**src/rtl/sscl_pkg.sv**
```systemverilog
// ----------------------------------------------------------------------------
// sscl_pkg: shared types and constants for screen select and clamp
// Item layouts, chain link record, mode and register codes.
// ----------------------------------------------------------------------------
package sscl_pkg;

  // Field widths
  localparam int COORD_W    = 16;
  localparam int EXT_W      = 15;
  localparam int SLOT_W     = 3;
  localparam int MODE_W     = 2;
  localparam int CNT_W      = 4;
  localparam int CHOSEN_W   = 3;
  localparam int CFG_IDX_W  = 2;
  localparam int CFG_DATA_W = 16;

  // Derived arithmetic widths
  localparam int EDGE_W = COORD_W + 2;           // rectangle edges
  localparam int DX_W   = COORD_W + 1;           // center distance per axis
  localparam int OV_W   = 2 * COORD_W;           // overlap area
  localparam int D_W    = 2 * DX_W + 1;          // squared distance

  // Token delay from the query accept to the first compare step:
  // the held query plus three score stages inside each cell
  localparam int LAT_STAGES = 4;

  // Defaults
  localparam int MAX_SCREENS_DEF = 8;
  localparam logic [EXT_W-1:0]   DEFAULT_TOP_BORDER = EXT_W'(48);
  localparam logic [COORD_W-1:0] ROOT_W_RESET       = COORD_W'(640);
  localparam logic [COORD_W-1:0] ROOT_H_RESET       = COORD_W'(480);

  // Item modes
  localparam logic [MODE_W-1:0] MODE_LOAD_BOUNDS = 2'd0;
  localparam logic [MODE_W-1:0] MODE_LOAD_WORK   = 2'd1;
  localparam logic [MODE_W-1:0] MODE_QUERY       = 2'd2;

  // Configuration register indexes
  localparam logic [CFG_IDX_W-1:0] CFG_SCREEN_COUNT = 2'd0;
  localparam logic [CFG_IDX_W-1:0] CFG_ROOT_WIDTH   = 2'd1;
  localparam logic [CFG_IDX_W-1:0] CFG_ROOT_HEIGHT  = 2'd2;

  typedef struct packed {
    logic [MODE_W-1:0]         mode;
    logic [SLOT_W-1:0]         slot;
    logic signed [COORD_W-1:0] pos_x;
    logic signed [COORD_W-1:0] pos_y;
    logic [COORD_W-1:0]        width;
    logic [COORD_W-1:0]        height;
    logic [EXT_W-1:0]          ext_left;
    logic [EXT_W-1:0]          ext_right;
    logic [EXT_W-1:0]          ext_top;
    logic [EXT_W-1:0]          ext_bottom;
    logic                      extents_known;
  } in_item_t;

  typedef struct packed {
    logic signed [COORD_W-1:0] placed_x;
    logic signed [COORD_W-1:0] placed_y;
    logic [CHOSEN_W-1:0]       chosen_screen;
    logic                      used_fallback;
  } out_item_t;

  typedef struct packed {
    logic signed [COORD_W-1:0] x;
    logic signed [COORD_W-1:0] y;
    logic [COORD_W-1:0]        w;
    logic [COORD_W-1:0]        h;
  } rect_t;

  // Table write request broadcast to all cells
  typedef struct packed {
    logic              load_bnd;
    logic              load_wa;
    logic [SLOT_W-1:0] slot;
    rect_t             rect;
  } wr_t;

  // Held query with borders resolved
  typedef struct packed {
    logic signed [COORD_W-1:0] pos_x;
    logic signed [COORD_W-1:0] pos_y;
    logic [COORD_W-1:0]        width;
    logic [COORD_W-1:0]        height;
    logic [EXT_W-1:0]          el;
    logic [EXT_W-1:0]          er;
    logic [EXT_W-1:0]          et;
    logic [EXT_W-1:0]          eb;
  } query_t;

  // Running best handed from cell to cell
  typedef struct packed {
    logic            tok;
    logic [OV_W-1:0] ov;
    logic [D_W-1:0]  d;
    rect_t           wa;
  } link_t;

endpackage

```
**src/rtl/sscl_clamp.sv**
```systemverilog
// ----------------------------------------------------------------------------
// sscl_clamp: placement of the window inside the chosen work area or the root area
// Forms the allowed range per axis less the borders, then clamps the
// preferred position and saturates it to the coordinate range.
// ----------------------------------------------------------------------------
module sscl_clamp #(
  parameter int IDX_W = 3
) (
  input  logic                          clk,
  input  logic                          rst_n,
  input  sscl_pkg::link_t               link_in,
  input  logic [IDX_W-1:0]              idx_in,
  input  logic                          fallback,
  input  logic [sscl_pkg::COORD_W-1:0]  root_w,
  input  logic [sscl_pkg::COORD_W-1:0]  root_h,
  input  sscl_pkg::query_t              query,
  output logic                          out_strobe,
  output sscl_pkg::out_item_t           out_item
);
  import sscl_pkg::*;

  localparam int SUM_W = COORD_W + 4;
  localparam int PAD   = SUM_W - COORD_W;
  localparam int EPAD  = SUM_W - EXT_W;
  localparam logic signed [SUM_W-1:0] SAT_HI = SUM_W'((1 << (COORD_W - 1)) - 1);
  localparam logic signed [SUM_W-1:0] SAT_LO = SUM_W'(-(1 << (COORD_W - 1)));

  logic signed [SUM_W-1:0] wx, wy, ww, wh;
  logic signed [SUM_W-1:0] lox, hix, loy, hiy;
  logic signed [SUM_W-1:0] lox_r, hix_r, loy_r, hiy_r, prefx_r, prefy_r;
  logic                    fb_r;
  logic [CHOSEN_W-1:0]     idx_r;
  logic                    va_r;
  logic                    str_r;
  out_item_t               item_r;

  // Clamp into [lo, hi], lo wins when the range is empty, then saturate
  function automatic logic [COORD_W-1:0] place(input logic signed [SUM_W-1:0] pref,
                                               input logic signed [SUM_W-1:0] lo,
                                               input logic signed [SUM_W-1:0] hi);
    logic signed [SUM_W-1:0] v;
    if (hi < lo) begin
      v = lo;
    end else if (pref < lo) begin
      v = lo;
    end else if (pref > hi) begin
      v = hi;
    end else begin
      v = pref;
    end
    if (v > SAT_HI) begin
      v = SAT_HI;
    end
    if (v < SAT_LO) begin
      v = SAT_LO;
    end
    return v[COORD_W-1:0];
  endfunction

  // Select the work area and form the ranges
  always_comb begin
    wx  = fallback ? '0 : {{PAD{link_in.wa.x[COORD_W-1]}}, link_in.wa.x};
    wy  = fallback ? '0 : {{PAD{link_in.wa.y[COORD_W-1]}}, link_in.wa.y};
    ww  = $signed({{PAD{1'b0}}, (fallback ? root_w : link_in.wa.w)});
    wh  = $signed({{PAD{1'b0}}, (fallback ? root_h : link_in.wa.h)});
    lox = wx + $signed({{EPAD{1'b0}}, query.el});
    loy = wy + $signed({{EPAD{1'b0}}, query.et});
    hix = wx + ww - $signed({{PAD{1'b0}}, query.width}) - $signed({{EPAD{1'b0}}, query.er});
    hiy = wy + wh - $signed({{PAD{1'b0}}, query.height}) - $signed({{EPAD{1'b0}}, query.eb});
  end

  always_ff @(posedge clk) begin
    if (!rst_n) begin
      va_r  <= 1'b0;
      str_r <= 1'b0;
    end else begin
      va_r  <= link_in.tok;
      str_r <= va_r;
    end
  end

  // Hold ranges, then the placed item
  always_ff @(posedge clk) begin
    lox_r   <= lox;
    hix_r   <= hix;
    loy_r   <= loy;
    hiy_r   <= hiy;
    prefx_r <= {{PAD{query.pos_x[COORD_W-1]}}, query.pos_x};
    prefy_r <= {{PAD{query.pos_y[COORD_W-1]}}, query.pos_y};
    fb_r    <= fallback;
    idx_r   <= fallback ? '0 : CHOSEN_W'(idx_in);
    item_r.placed_x      <= place(prefx_r, lox_r, hix_r);
    item_r.placed_y      <= place(prefy_r, loy_r, hiy_r);
    item_r.chosen_screen <= idx_r;
    item_r.used_fallback <= fb_r;
  end

  assign out_strobe = str_r;
  assign out_item   = item_r;

endmodule
```
**config.mk**
```make
export PLATFORM = sky130hd
export DESIGN_NAME = sscl_clamp
export DESIGN_NICKNAME = d
export VERILOG_FILES = /design/src/rtl/sscl_pkg.sv /design/src/rtl/sscl_clamp.sv
export SDC_FILE = /design/constraint.sdc
export NUM_CORES = 1
export LEC_CHECK = 0
export BUFFER_PORTS_ARGS = -buffer_cell sky130_fd_sc_hd__buf_2
export CORE_ASPECT_RATIO = 0.8
export CORE_MARGIN = 2
export CORE_UTILIZATION = 30
export CTS_BUF_LIST = sky130_fd_sc_hd__clkbuf_4 sky130_fd_sc_hd__clkbuf_8
export DETAILED_ROUTE_END_ITERATION = 12
export GPL_TIMING_DRIVEN = 0
export PLACE_DENSITY = 0.5
export RECOVER_POWER = 100
export SKIP_CTS_REPAIR_TIMING = 1
export SLEW_MARGIN = 25
export SYNTH_ARGS = -nofsm -noshare
export SYNTH_HDL_FRONTEND = slang
export SYNTH_SLANG_ARGS = --single-unit
export TNS_END_PERCENT = 50
```
**constraint.sdc**
```tcl
create_clock -name clk -period 4.4 [get_ports clk]
set_input_delay 0.66 -clock clk [delete_from_list [all_inputs] [get_ports clk]]
set_output_delay 0.66 -clock clk [all_outputs]
set_load 0.01 [all_outputs]
```
; ---- Yosys cells after proc, flatten, opt, wreduce, memory -nomap -nowiden
; Index checks and enable logic that the tools add are counted.
; Widths: inputs -> output; s select.
[totals]
ff_bits = 154
wordCells = 44
[classes]
order_cmp = 10
n_addsub = 8
muxes = 12
[op_table]
columns = op, n
row1 = $mux 20, 10
row2 = $add 20x16->20, 2
row3 = $add 20x17->20, 2
row4 = $gt 16x20->1, 2
row5 = $gt 20x16->1 const B, 2
row6 = $lt 16x20->1, 2
row7 = $lt 20x16->1 const B, 2
row8 = $lt 20x20->1, 2
row9 = $sub 20x16->20, 2
row10 = $sub 20x17->20, 2
row11 = $mux 16, 2

; ---- Depth between registers and ports, before layout
[logic_depth]
ltp_word = 7
ltp_mapped = 18

; ---- Worst setup path after synthesis
; Ideal clock, no wire load.
[synth_path]
kind = input-to-reg
start = in fallback
end = reg hix_r[17]
setup_ns = 0.072
t_required_ns = 4.328
n_path_buf = 2
path_stages = 16
setup_slack_ns = 0.139
t_arrival_ns = 4.189
path_cell_list = buf_1 clkbuf_1 nor2b_1 fa_1 inv_1 fa_1 inv_1 ha_1 a211o_1 a2111oi_2 o311ai_1 o21ai_1 o21ai_1 o21a_1 nor2_1 xnor2_1
[synth_via]
elab_chain_cells = 4
[synth_lines]
columns = element, line_no
row1 = from (decl), sscl_clamp.sv:13  ; input logic fallback,
row2 = $mux 20 or $mux 16 (tied branches), "sscl_clamp.sv:62, sscl_clamp.sv:64"
row3 = $add 20x17->20 *, sscl_clamp.sv:68  ; hix = wx + ww - $signed({{PAD{1'b0}}, query.width}) - $signed({{EPAD{1'b0}}, query.er});
row4 = $sub 20x17->20 *, sscl_clamp.sv:68
row5 = $sub 20x16->20 *, sscl_clamp.sv:68
row6 = named net hix[17], sscl_clamp.sv:29  ; logic signed [SUM_W-1:0] lox, hix, loy, hiy;
row7 = to (signal assigned), sscl_clamp.sv:85  ; hix_r <= hix;
row8 = to (decl), sscl_clamp.sv:30  ; logic signed [SUM_W-1:0] lox_r, hix_r, loy_r, hiy_r, prefx_r, prefy_r;
; The timed path passes the listed nets; every way through them passes the cells marked *.
; A chain may end at the register's enable or synchronous reset.

; ---- Final worst setup path
[layout_path]
start = in fallback
end = reg hiy_r[19]
[layout_via]
elab_chain_cells = 4
[layout_lines]
columns = element, line_no
row1 = $mux 20 or $mux 16 (tied branches), "sscl_clamp.sv:63, sscl_clamp.sv:65"
row2 = $add 20x17->20 *, sscl_clamp.sv:69  ; hiy = wy + wh - $signed({{PAD{1'b0}}, query.height}) - $signed({{EPAD{1'b0}}, query.eb});
row3 = $sub 20x17->20 *, sscl_clamp.sv:69
row4 = $sub 20x16->20 *, sscl_clamp.sv:69
row5 = named net hiy[19], sscl_clamp.sv:29
row6 = to (signal assigned), sscl_clamp.sv:87  ; hiy_r <= hiy;
row7 = to (decl), sscl_clamp.sv:30
; Marked as above.

==> out/metrics.yaml <==
status: "complete, no violations"
yosys.area.top_type: "dfxtp_1"
setup_viol: 0
fp.dieH_um: 183
numClockSinks: 154
final_nets: 2118
grt_pass1_vias: 10200
cellLeakagePower_nw: 7.05
synth_seq_area_share_pct: 25.7
vias: 10200
root_buffer: "clkbuf_8"
path_max_fanout: 10
synth_ff_type: "dfxtp_1"
hp-start: "query[105]"
tightest_slew_ns: 0.942
ant_nets: 0
avgViaCountPerCell: 4.81
arrival_ns: 4.59
reg2reg_depth: 8
critPathKind: "in -> reg"
ys_types: 72
cpMostUsedCell: "fa_1"
path_clk_slew_ns: 0.09
crit_chain: "buf_2 -> buf_4 -> buf_6 -> nor2b_1 -> fa_1 -> fa_1 -> ha_1 -> o21ai_0 -> nor2_2 -> o22ai_2 -> o211ai_1 -> a211oi_2 -> o41ai_2 -> a21oi_1 -> a21o_1"
drt_iter0_markers: 536
wl_per_cell_um: 17.7
endpoint_kind: "flop"
clock_path_buffers: 2
p_per_area_nw_per_um2: 491
fmax_mhz: 239
place_ws_ns: -1.49
first_pass_iters: 5
die_x_um: 227
final.setup.worst_slack_ns: 0.221
holdWs_ns: 0.247
ys_ff_latch: 154
grt_max_degree: 17
ys_warn_count: 0
ys_top_cells_by_area: "dfxtp_1 (26%), ha_1 (19%), fa_1 (11%)"
dpl.hpwl_mm: 32.3
gp_congestion: 0.835
wl_mm: 37.7
grt.overflow.total: 0
syn_area_um2: 12000
crit_slowest_cell: "fa_1"
fin_setup_tns_ns: 0
grtUsageTotal_pct: 18.5
synth.avg_cell_area_um2: 9.28
start_util_pct: 30.4
fin_worst_skew_ns: 0.0111
reg2reg_from: "prefy_r[15]$_DFF_P_"
hold_class: "in -> reg"
cap_violations: 0
drive_gt1_share_pct: 24.7
regToRegEndpoint: "out_item[17]$_SDFF_PP0_"
syn-num-nets: 1836
cts_tree: "yes"
core_region_area_um2: 39400
grt_pass1_wl_mm: 57.3
synth_edf_count: 0
post-route-util_pct: 36.7
io_buffers: 263
period_needed_ns: 4.18
finalHoldViolCount: 0
async_reset_ff_share_pct: 0
ff2ff_setup_slack_ns: 1.04
drc: 0
synthToLayoutAreaGrowth_pct: 20.7
maxSlewViolCount: 0
worstHoldEndpoint: "prefy_r[13]$_DFF_P_"
slowest_delay_ns: 0.50
cts_max_level: 4
cp.required_ns: 4.81
netlist.area_leader.share_pct: 25.7
dieArea_um2: 41600
whs_path_depth: 1
antenna_found_initial: 7
syn_inst: 1292
io_pins: 331
period_share_pct: 95.0
cts_inserted_buffers: 17
peakVddDrop_v: 0.000149
worstSetupStartpointType: "input port"
std_cell_rows: 65
clk_latency_ns: 0.51
relSlewSlack_pct: 36.4
==> cell families (layout without fill, tap and decap cells) <==
group                    count (synthesis)  count (layout)  synth area share (%)
multiplexers                            35              35                  3.38
flip-flops                             154             154                  25.7
adder cells (fa/ha/maj)                250             250                  30.1
XOR/XNOR                                45              45                  3.29
AO/OA/AOI/OAI                          308             308                  18.5
buffers and inverters                  209             502                  6.93
AND/OR/NAND/NOR                        291             291                  12.1
other                                    0               4                     0
==> sequential cells by signal (all words and copies together) (netlist names) <==
name and cells:
lox_r 20, loy_r 20, out_item 36, out_strobe 1, prefy_r 16, idx_r 3
hiy_r 20, va_r 1, prefx_r 16, hix_r 20, fb_r 1
==> layout by cell type (no fill, tap or decap), types with 23 or more instances in the layout <==
master / instances
ha_1: 186
mux2_2: 30
inv_1: 186
nor3_1: 32
nor2_1: 75
nand3_1: 23
o21ai_0: 54
nor2b_1: 50
fa_1: 64
a21oi_1: 89
dfxtp_1: 154
buf_2: 267
xnor2_1: 34
clkbuf_8: 23
nand2_1: 48
==> cell usage after synthesis (7+ instances only) <==
library cell and count:
a211oi_1 17, a21o_1 22, a21oi_1 91, a311oi_1 7, a311oi_2 10, a31oi_1 7
and3_1 15, clkbuf_1 9, dfxtp_1 154, fa_1 64, ha_1 186, inv_1 186
mux2_2 30, nand2_1 48, nand2b_1 9, nand3_1 23, nand4_1 13, nor2_1 76
nor2b_1 52, nor3_1 32, o21a_1 14, o21ai_0 57, o221a_2 14, or3_1 8
xnor2_1 34, xor2_1 11
==> through the flow <==
step                      cell area (um^2)  cells  total power, mW
after floorplan                      12000   1292             4.76
after global placement               14000   2091             5.89
after detailed placement             14000   2091             5.94
after CTS                            14400   2121             7.09
after global routing                 14500   2123             7.76
final                                14500   2125             7.10
==> power by group <==
group          internal [mW]  switching, mW  leakage (nW)
Clock                  0.544          0.553         0.197
Combinational           1.71           2.22          5.56
Sequential              1.83          0.248          1.30
Total                   4.08           3.02          7.05
==> worst max-delay path, delay by kind of cell <==
family,cells,cell delay [ns]
AOI/OAI and AO/OA,7,1.55
adders and majority gates,3,1.34
buffers and inverters,3,0.55
and+or+nand+nor,2,0.47
==> layout make-up <==
cell class / count / area, um^2
flip-flops and latches: 154 / 3080
repair buffers: 263 / 1320
multi-input cells: 929 / 8140
plain buffers: 23 / 159
clock inverters: 5 / 58.8
diodes: 4 / 10.0
well taps: 536 / 671
clock buffers: 25 / 332
inverters: 186 / 698
fillers: 4081 / 25000
==> worst max path at each step <==
stage / endpoint / from / slack (ns) / cells past startpoint
final: hiy_r[19]$_DFF_P_ / fallback / 0.22 / 15
after floorplan: hix_r[17]$_DFF_P_ / fallback / 0.14 / 16
after global routing: hiy_r[17]$_DFF_P_ / fallback / -0.01 / 15
after detailed placement: hiy_r[18]$_DFF_P_ / fallback / -1.49 / 17
after global placement: hix_r[17]$_DFF_P_ / fallback / -1.44 / 15
after CTS: hiy_r[18]$_DFF_P_ / fallback / -0.96 / 17
==> layer usage <==
metal	up-vias	track usage [%]	share of wire (%)
li1	5105	-	-
met4	0	4.81	1.3
met5	-	0	0
met1	4814	28.0	53
met3	24	3.57	5.0
met2	284	26.5	41
(Power assumes the default switching activity.)
