[config.mk]
export PLATFORM = sky130hd
export DESIGN_NAME = sscl_cell
export DESIGN_NICKNAME = d
export VERILOG_FILES = /design/src/rtl/sscl_pkg.sv /design/src/rtl/sscl_cell.sv
export SDC_FILE = /design/constraint.sdc
export NUM_CORES = 2
export LEC_CHECK = 0
export ABC_AREA = 1
export BUFFER_PORTS_ARGS = -buffer_cell sky130_fd_sc_hd__buf_2
export CORE_ASPECT_RATIO = 1.75
export CORE_UTILIZATION = 30
export CTS_CLUSTER_DIAMETER = 80
export CTS_CLUSTER_SIZE = 40
export DETAILED_ROUTE_END_ITERATION = 16
export SYNTH_ARGS = -nofsm -noshare
export SYNTH_HDL_FRONTEND = slang
export SYNTH_SLANG_ARGS = --single-unit
[constraint.sdc]
create_clock -name clk -period 9.3 [get_ports clk]
set_input_delay 1.86 -clock clk [delete_from_list [all_inputs] [get_ports clk]]
set_output_delay 1.86 -clock clk [all_outputs]
set_load 0.02 [all_outputs]
[src/rtl/sscl_pkg.sv]
// ----------------------------------------------------------------------------
// sscl_pkg: shared types and constants for screen select and clamp
// Item layouts, chain link record, mode and register codes.
// ----------------------------------------------------------------------------
package sscl_pkg;

  // Field widths
  localparam int COORD_W    = 16;
  localparam int EXT_W      = 15;
  localparam int SLOT_W     = 3;
  localparam int MODE_W     = 2;
  localparam int CNT_W      = 4;
  localparam int CHOSEN_W   = 3;
  localparam int CFG_IDX_W  = 2;
  localparam int CFG_DATA_W = 16;

  // Derived arithmetic widths
  localparam int EDGE_W = COORD_W + 2;           // rectangle edges
  localparam int DX_W   = COORD_W + 1;           // center distance per axis
  localparam int OV_W   = 2 * COORD_W;           // overlap area
  localparam int D_W    = 2 * DX_W + 1;          // squared distance

  // Token delay from the query accept to the first compare step:
  // the held query plus three score stages inside each cell
  localparam int LAT_STAGES = 4;

  // Defaults
  localparam int MAX_SCREENS_DEF = 8;
  localparam logic [EXT_W-1:0]   DEFAULT_TOP_BORDER = EXT_W'(48);
  localparam logic [COORD_W-1:0] ROOT_W_RESET       = COORD_W'(640);
  localparam logic [COORD_W-1:0] ROOT_H_RESET       = COORD_W'(480);

  // Item modes
  localparam logic [MODE_W-1:0] MODE_LOAD_BOUNDS = 2'd0;
  localparam logic [MODE_W-1:0] MODE_LOAD_WORK   = 2'd1;
  localparam logic [MODE_W-1:0] MODE_QUERY       = 2'd2;

  // Configuration register indexes
  localparam logic [CFG_IDX_W-1:0] CFG_SCREEN_COUNT = 2'd0;
  localparam logic [CFG_IDX_W-1:0] CFG_ROOT_WIDTH   = 2'd1;
  localparam logic [CFG_IDX_W-1:0] CFG_ROOT_HEIGHT  = 2'd2;

  typedef struct packed {
    logic [MODE_W-1:0]         mode;
    logic [SLOT_W-1:0]         slot;
    logic signed [COORD_W-1:0] pos_x;
    logic signed [COORD_W-1:0] pos_y;
    logic [COORD_W-1:0]        width;
    logic [COORD_W-1:0]        height;
    logic [EXT_W-1:0]          ext_left;
    logic [EXT_W-1:0]          ext_right;
    logic [EXT_W-1:0]          ext_top;
    logic [EXT_W-1:0]          ext_bottom;
    logic                      extents_known;
  } in_item_t;

  typedef struct packed {
    logic signed [COORD_W-1:0] placed_x;
    logic signed [COORD_W-1:0] placed_y;
    logic [CHOSEN_W-1:0]       chosen_screen;
    logic                      used_fallback;
  } out_item_t;

  typedef struct packed {
    logic signed [COORD_W-1:0] x;
    logic signed [COORD_W-1:0] y;
    logic [COORD_W-1:0]        w;
    logic [COORD_W-1:0]        h;
  } rect_t;

  // Table write request broadcast to all cells
  typedef struct packed {
    logic              load_bnd;
    logic              load_wa;
    logic [SLOT_W-1:0] slot;
    rect_t             rect;
  } wr_t;

  // Held query with borders resolved
  typedef struct packed {
    logic signed [COORD_W-1:0] pos_x;
    logic signed [COORD_W-1:0] pos_y;
    logic [COORD_W-1:0]        width;
    logic [COORD_W-1:0]        height;
    logic [EXT_W-1:0]          el;
    logic [EXT_W-1:0]          er;
    logic [EXT_W-1:0]          et;
    logic [EXT_W-1:0]          eb;
  } query_t;

  // Running best handed from cell to cell
  typedef struct packed {
    logic            tok;
    logic [OV_W-1:0] ov;
    logic [D_W-1:0]  d;
    rect_t           wa;
  } link_t;

endpackage

[src/rtl/sscl_cell.sv]
// ----------------------------------------------------------------------------
// sscl_cell: one screen entry of the selection chain
// Holds one bounds and work area rectangle, scores the held query against
// its bounds and passes on the better of its own score, if active, and the incoming best.
// ----------------------------------------------------------------------------
module sscl_cell #(
  parameter int CELL_IDX = 0,
  parameter int IDX_W    = 3
) (
  input  logic                         clk,
  input  logic                         rst_n,
  input  sscl_pkg::wr_t                wr,
  input  sscl_pkg::query_t             query,
  input  logic [sscl_pkg::CNT_W-1:0]   screen_count,
  input  sscl_pkg::link_t              link_in,
  input  logic [IDX_W-1:0]             idx_in,
  output sscl_pkg::link_t              link_out,
  output logic [IDX_W-1:0]             idx_out
);
  import sscl_pkg::*;

  rect_t bnd_r;
  rect_t wa_r;

  logic signed [EDGE_W-1:0] bx, by, br, bb, px, py, pr, pb;
  logic signed [EDGE_W-1:0] lft, top, rgt, bot, cx, cy, rr, rb;
  logic [COORD_W-1:0] ow, oh;
  logic [DX_W-1:0]    dx, dy;

  logic [COORD_W-1:0] ow_r, oh_r;
  logic [DX_W-1:0]    dx_r, dy_r;
  logic [OV_W-1:0]    ov2_r, ov_r;
  logic [2*DX_W-1:0]  dxx_r, dyy_r;
  logic [D_W-1:0]     d_r;

  logic sel, active, take;

  logic            tok_r;
  logic [OV_W-1:0] best_ov_r;
  logic [D_W-1:0]  best_d_r;
  rect_t           best_wa_r;
  logic [IDX_W-1:0] idx_r;

  // Store loads addressed to this entry
  assign sel = (int'(wr.slot) == CELL_IDX);

  always_ff @(posedge clk) begin
    if (wr.load_bnd && sel) begin
      bnd_r <= wr.rect;
    end
    if (wr.load_wa && sel) begin
      wa_r <= wr.rect;
    end
  end

  // Edges of the bounds and of the window, sign extended
  always_comb begin
    bx = {{2{bnd_r.x[COORD_W-1]}}, bnd_r.x};
    by = {{2{bnd_r.y[COORD_W-1]}}, bnd_r.y};
    br = bx + $signed({2'b00, bnd_r.w});
    bb = by + $signed({2'b00, bnd_r.h});
    px = {{2{query.pos_x[COORD_W-1]}}, query.pos_x};
    py = {{2{query.pos_y[COORD_W-1]}}, query.pos_y};
    pr = px + $signed({2'b00, query.width});
    pb = py + $signed({2'b00, query.height});

    // Overlap extent per axis
    lft = (bx > px) ? bx : px;
    top = (by > py) ? by : py;
    rgt = (br < pr) ? br : pr;
    bot = (bb < pb) ? bb : pb;
    ow  = ((rgt > lft) && (bot > top)) ? COORD_W'(rgt - lft) : '0;
    oh  = ((rgt > lft) && (bot > top)) ? COORD_W'(bot - top) : '0;

    // Distance from the window center to the bounds per axis
    cx = px + $signed({3'b000, query.width[COORD_W-1:1]});
    cy = py + $signed({3'b000, query.height[COORD_W-1:1]});
    rr = br - $signed(EDGE_W'(1));
    rb = bb - $signed(EDGE_W'(1));
    dx = (cx < bx) ? DX_W'(bx - cx) : ((cx > rr) ? DX_W'(cx - rr) : '0);
    dy = (cy < by) ? DX_W'(by - cy) : ((cy > rb) ? DX_W'(cy - rb) : '0);
  end

  // Score pipeline: extents, products, distance sum
  always_ff @(posedge clk) begin
    ow_r  <= ow;
    oh_r  <= oh;
    dx_r  <= dx;
    dy_r  <= dy;
    ov2_r <= OV_W'(ow_r) * OV_W'(oh_r);
    dxx_r <= (2*DX_W)'(dx_r) * (2*DX_W)'(dx_r);
    dyy_r <= (2*DX_W)'(dy_r) * (2*DX_W)'(dy_r);
    ov_r  <= ov2_r;
    d_r   <= D_W'(dxx_r) + D_W'(dyy_r);
  end

  // Active entries only: entry 0 always takes, others on a larger overlap, or equal overlap and closer center
  assign active = (int'(screen_count) > CELL_IDX);
  assign take   = active && ((CELL_IDX == 0) || (ov_r > link_in.ov) ||
                             ((ov_r == link_in.ov) && (d_r < link_in.d)));

  always_ff @(posedge clk) begin
    if (!rst_n) begin
      tok_r <= 1'b0;
    end else begin
      tok_r <= link_in.tok;
    end
  end

  always_ff @(posedge clk) begin
    if (take) begin
      best_ov_r <= ov_r;
      best_d_r  <= d_r;
      best_wa_r <= wa_r;
      idx_r     <= IDX_W'(CELL_IDX);
    end else begin
      best_ov_r <= link_in.ov;
      best_d_r  <= link_in.d;
      best_wa_r <= link_in.wa;
      idx_r     <= idx_in;
    end
  end

  assign link_out = '{tok: tok_r, ov: best_ov_r, d: best_d_r, wa: best_wa_r};
  assign idx_out  = idx_r;

endmodule

Word-level counts from Yosys, hierarchy flattened
Cells that the tools add are included.
{"block": "classes", "div": 0, "mux": 11, "add_sub_neg": 15, "eq_ne": 0, "mul": 3, "n_bitwise": 0, "shift": 0, "magnitude_cmp": 11, "reduce_logical": 4}
{"cell": "$add 16x17->18", "count": 4}
{"cell": "$mux 18", "count": 4}
{"cell": "$mul 17x17->34", "count": 2}
{"cell": "$mux 17", "count": 4}
{"cell": "$mux 64", "count": 1}
{"cell": "$gt 17x18->1", "count": 2}
{"cell": "$gt 18x18->1", "count": 2}
{"cell": "$lt 18x18->1", "count": 2}
{"cell": "$sub 18x2->18 const B", "count": 2}
{"cell": "$add 34x34->35", "count": 1}
{"cell": "$mux 35", "count": 1}
{"cell": "$add 16x16->17", "count": 2}
{"cell": "$lt 17x16->1", "count": 2}
{"cell": "$sub 16x17->17", "count": 2}
{"cell": "$sub 17x17->17", "count": 2}
{"cell": "$gt 16x16->1", "count": 2}
{"cell": "$mul 16x16->32", "count": 1}
{"cell": "$mux 32", "count": 1}
{"cell": "$sub 16x16->16", "count": 2}
{"cell": "$gt 4x1->1 const B", "count": 1}
{"cell": "$logic_and 1x1->1", "count": 3}
{"cell": "$logic_not 3->1", "count": 1}
{"block": "totals", "elab_cells": 69, "mem_bits_ro": 0, "out_inout_bits": 135, "mem_bits_rw": 0, "latch_bits": 0, "in_bits": 334, "memories": 0, "reg_bits": 496}

Depth between registers and ports, before layout
{"block": "logic_depth", "word_depth": 5, "ltp_mapped": 39, "ltp_nobuf": 37}

Least setup slack after synthesis
No wires, ideal clock.
{"block": "synth_path", "kind": "input to register", "from": "input query[60] (netlist bit)", "to": "register oh_r[0]", "path_slack_ns": 1.824, "stages": 35, "required_ns": 9.171, "setup_time_ns": 0.129, "path_buffers": 2, "arrival_time_ns": 7.347, "path_cell_list": "ha_1 > inv_1 > fa_1 > o21ai_0 > nand2_1 > o211ai_1 > a21boi_0 > o21ai_0 > a21oi_1 > xor2_1 > inv_1 > ha_1 > nand2_1 > nor2_1 > nand3_1 > nor2_2 > nand2_2 > nand4_4 > buf_6 > nand3_1 > nand2_1 > ha_1 > inv_1 > fa_1 > nand3_1 > nand3_1 > a21oi_1 > o21ai_0 > a21oi_1 > nor2_1 > o21ai_0 > nand2_1 > nand3_1 > clkbuf_1 > nor3_1"}
{"block": "synth_via", "elab_chain_len": 5, "word_cells_on_any_way": 6, "cone_classes": "2 x add/sub; 2 x order compare; 1 x mux; 1 x reduce/logical"}
{"item": "start: declaration", "line_no": "sscl_cell.sv:13", "source": "input sscl_pkg::query_t query,"}
{"item": "$add 16x17->18 (*)", "line_no": "sscl_cell.sv:65", "source": "pb = py + $signed({2'b00, query.height});"}
{"item": "$lt 18x18->1", "line_no": "sscl_cell.sv:71", "source": "bot = (bb < pb) ? bb : pb;"}
{"item": "$mux 18 (*)", "line_no": "sscl_cell.sv:71"}
{"item": "$gt 18x18->1", "line_no": "sscl_cell.sv:73", "source": "oh = ((rgt > lft) && (bot > top)) ? COORD_W'(bot - top) : '0;"}
{"item": "$logic_and 1x1->1", "line_no": "sscl_cell.sv:73"}
{"item": "end signal: assignment", "line_no": "sscl_cell.sv:87", "source": "oh_r <= oh;"}
{"item": "end: declaration", "line_no": "sscl_cell.sv:30", "source": "logic [COORD_W-1:0] ow_r, oh_r;"}
Every way passes the cells marked *; elsewhere a longest branch is shown, timed or not.
A chain may end at the register's enable or synchronous reset.

Worst setup path in the final report
{"block": "layout_path", "from": "input query[108] (netlist bit)", "to": "register ow_r[3]"}
{"block": "layout_via", "elab_chain_len": 5, "word_cells_on_any_way": 8, "cone_classes": "2 x add/sub; 3 x order compare; 2 x mux; 1 x reduce/logical"}
{"item": "$add 16x17->18", "line_no": "sscl_cell.sv:64", "source": "pr = px + $signed({2'b00, query.width});"}
{"item": "$lt 18x18->1", "line_no": "sscl_cell.sv:70", "source": "rgt = (br < pr) ? br : pr;"}
{"item": "$mux 18", "line_no": "sscl_cell.sv:70"}
{"item": "$gt 18x18->1", "line_no": "sscl_cell.sv:72", "source": "ow = ((rgt > lft) && (bot > top)) ? COORD_W'(rgt - lft) : '0;"}
{"item": "$logic_and 1x1->1", "line_no": "sscl_cell.sv:72"}
{"item": "end signal: assignment", "line_no": "sscl_cell.sv:86", "source": "ow_r <= ow;"}
{"item": "end: declaration", "line_no": "sscl_cell.sv:30"}
Parallel ways exist; a longest one is shown, timed or not.

==> results by group <==
Worst setup path
  • Most used cell, CP: nand2_1
  • Crit path buf inv count: 6
  • Worst EP arrival: roughly 8600 ps
  • Crit-path slowest cell: fa_1
  • Reg2reg setup slack: 2350 ps
  • Crit Reg-Reg Startpoint: bnd_r[38]
  • Worst-path fanout max: 32
  • Crit path required time: around 9900 ps
  • Stages on the worst setup path: 38
  • Largest stage delay on the critical path: 450 ps
  • Critical Setup Path Class: in -> reg
  • Critical Path Start Type: input port
  • Critical Path End Type: flop
  • Cells on worst reg2reg path: 35
  • Reg-to-Reg End: ow_r[3]
  • Delay-heaviest family, CP: simple AND/OR/NAND/NOR gates

Yosys
  • Synth Area in Compound Gates: slightly below 8%
  • Synth Warn #: 0
  • Synthesized Nets: around 7800
  • Mux cell area share after synthesis: approximately 2.8%
  • Simple-gate share of the synthesized area: between 10% and 20%
  • Largest area contributor in the netlist: fa_1
  • Area contributors post-synth: fa_1, ha_1, dfxtp_1
  • FFs w/ async S/R, synth: 0%
  • Adder-Cell Fraction of Synth Area: 37.0%
  • Syn Std Cell Area: 53000 um2
  • Largest family of logic cells by synthesized area: adder cells
  • Avg Inst Size Synth: between 8 and 9 um2
  • Xor and xnor area share after synthesis: under 10%
  • Distinct cell type count after synthesis: 65
  • Post-synthesis sequential area ratio: 21.1%
  • Ys flop type: dfxtp_1
  • Mapped Cells: around 6300
  • Synth top area share: approximately 22%
  • EDFF count, synth: about 130
  • #FFs+latches synth: 494

Timing
  • Number of max-slew violations in the final report: 0
  • Slew @ Worst Pin: between 1000 and 1500 ps
  • RSZ-0062 raised after global routing: no
  • Max_slew headroom: 31.2%
  • Hold Worst Slack: 319 ps
  • Fmax: 125 MHz
  • Setup_tns: 0 ps
  • Endpoints failing setup: 0
  • Hold Vio Cnt, Final: 0
  • Clock Skew: about 53 ps
  • Tmin final: about 8000 ps
  • Post-route clock period utilization: 85.9%

Finish
  • Filler Cell Count: 18100
  • Layout area overhead: 10.6%
  • Design area: slightly below 60000 um2
  • Multi-input logic area: approximately 36000 um2
  • Nets: about 8100
  • Share of layout cells above drive strength 1: between 10% and 20%
  • Register area: around 11000 um2

Detailed routing
  • DRT iter0 DRCs: between 1500 and 2000
  • DRC violations left: 0
  • Vias per cell: ~4.7
  • Routed wire length: roughly 150 mm
  • Antenna viol nets, final: 0
  • Vias: a little over 40000
  • First-pass iteration count of the detailed router: 5
  • Avg WL per Cell: 16.7 um

Worst hold path
  • Min-delay src: ov2_r[18]
  • Hold path cells: 0
  • Sink of the worst hold path: ov_r[18]
  • Hold Crit Class: reg -> reg

Clock network
  • TritonCTS buffer count: 28
  • CTS resizes: 0
  • Clock root cell: clkbuf_16
  • CTS Hold Bufs: 0
  • TritonCTS clock tree: yes
  • Post-CTS Repair Setup Buffers: 0
  • Bufs on Longest Clock Path: 3
  • Worst skew pair latency: around 700 ps
  • Clock sink count: between 400 and 500
  • Clock transition at the registers of the reported paths: around 120 ps
  • H-tree Lvls: 1

Global routing
  • Largest net degree at the start of global routing: between 60 and 70
  • First-pass GRT wire length: around 230 mm
  • Total grt overflow: 0
  • Total GRT Usage: between 10% and 20%
  • Initial antenna violation count: 7
  • Via count of the first global-routing pass: ~44000

Place
  • Post-DP HPWL: ~120 mm
  • Port bufs: a little over 400
  • Placed inst area: around 57000 um2
  • Routability cong.: about 0.94

Floorplan
  • Cell Rows: between 200 and 250
  • # IOs: around 470
  • Core Footprint: 175000 um2
  • Die H: ~560 um
  • Die width: between 300 and 400 um
  • Initial core utilization: between 30 and 40%
  • Full die area: 178000 um2

Job
  • Max-Cap Viols: 0

Outcome
  • Outcome: finished, final reports clean
worst max-delay path by stage:
stage	slack, ps	start	to
5_1_grt	700	query[108]	oh_r[8]
2_1_floorplan	1820	query[60]	oh_r[0]
6_report	1310	query[108]	ow_r[3]
4_1_cts	1420	query[108]	ow_r[14]
3_5_place_dp	630	query[108]	ow_r[14]
3_3_place_gp	660	query[92]	ow_r[5]
logic make-up (layout without fill, tap and decap cells):
kind of cell | after synthesis | in the layout
other cells | 0 | 3
compound gates | 708 | 708
simple gates | 1773 | 1773
fa+ha+maj | 1211 | 1211
mux | 131 | 131
buf+inv | 1610 | 1914
xor+xnor | 334 | 334
flops | 494 | 494
placed cells by master (no fill, tap or decap), drive strengths merged, types with 5 or more instances in the layout:
cell type | netlist | layout
clkinv | 0 | 17
a21oi | 334 | 334
xnor2 | 108 | 108
o31ai | 10 | 10
nand4 | 34 | 34
o211ai | 8 | 8
a31o | 7 | 7
o21a | 15 | 15
clkbuf | 152 | 30
a211oi | 6 | 6
ha | 621 | 621
a31oi | 28 | 28
nor3 | 82 | 82
o2111ai | 5 | 5
and2 | 8 | 8
xor2 | 226 | 226
a221oi | 10 | 10
a21o | 23 | 23
dfxtp | 366 | 366
o21bai | 31 | 31
inv | 1434 | 1437
nand3 | 194 | 194
fa | 590 | 590
nand2 | 1217 | 1217
o22ai | 14 | 14
mux2 | 131 | 131
a21boi | 27 | 27
o21ai | 177 | 177
nor2 | 204 | 204
nor4 | 14 | 14
or2 | 13 | 13
edfxtp | 128 | 128
buf | 24 | 429
routing by layer:
| layer | vias to the layer above | part of all wire [%] | GRT usage, % |
|---|---|---|---|
| met2 | 1005 | 53 | 32.1 |
| li1 | 19900 | - | - |
| met5 | - | 0 | 0 |
| met3 | 213 | 4.1 | 1.58 |
| met4 | 0 | 3.4 | 5.75 |
| met1 | 19900 | 39 | 18.3 |
Yosys cell counts, types with 10 or more instances:
cell / count
mux2_2: 131
a31oi_1: 28
nor2_2: 10
o21bai_1: 31
nor2_1: 190
or2_2: 13
xnor2_1: 107
a221oi_1: 10
a21oi_1: 327
nor3_1: 81
clkbuf_1: 152
nand2_2: 30
inv_1: 1428
nand4_1: 30
fa_1: 590
ha_1: 621
xor2_1: 225
nand2_1: 1178
edfxtp_1: 128
a21boi_0: 23
o22ai_1: 14
o21a_1: 15
nand3_1: 176
o21ai_1: 13
nor4_1: 14
nand3_2: 16
o21ai_0: 162
a21o_1: 23
dfxtp_1: 366
registers in the layout, indices dropped and copies added (netlist names):
register / count
ov2_r: 32
oh_r: 16
idx_out: 3
dx_r: 17
wa_r: 64
d_r: 35
dxx_r: 33
best_d_r: 35
dyy_r: 33
link_out: 64
ow_r: 16
dy_r: 17
ov_r: 32
tok_r: 1
bnd_r: 64
best_ov_r: 32
cell type report:
class / instances / area share [%]
Multi-Input combinational cell: 4157 / 61.0
Sequential cell: 494 / 19.1
Inverter: 1434 / 9.19
Tap cell: 2255 / 4.82
Timing Repair Buffer: 429 / 3.76
Clock buffer: 30 / 1.25
Clock inverter: 21 / 0.936
Antenna cell: 3 / 0.0128
per-stage QoR:
step | setup WS, ps | utilization [%] | cells
2_1_floorplan | 1820 | - | 6261
3_3_place_gp | 661 | 32.7 | 8769
3_5_place_dp | 632 | 32.7 | 8769
4_1_cts | 1420 | 33.5 | 8820
5_1_grt | 700 | 33.5 | 8821
6_report | 1310 | 33.5 | 8823
Power is left out: the tool's default activity adds up to more than one toggle a clock period on the data nets, which glitch-free logic cannot reach.
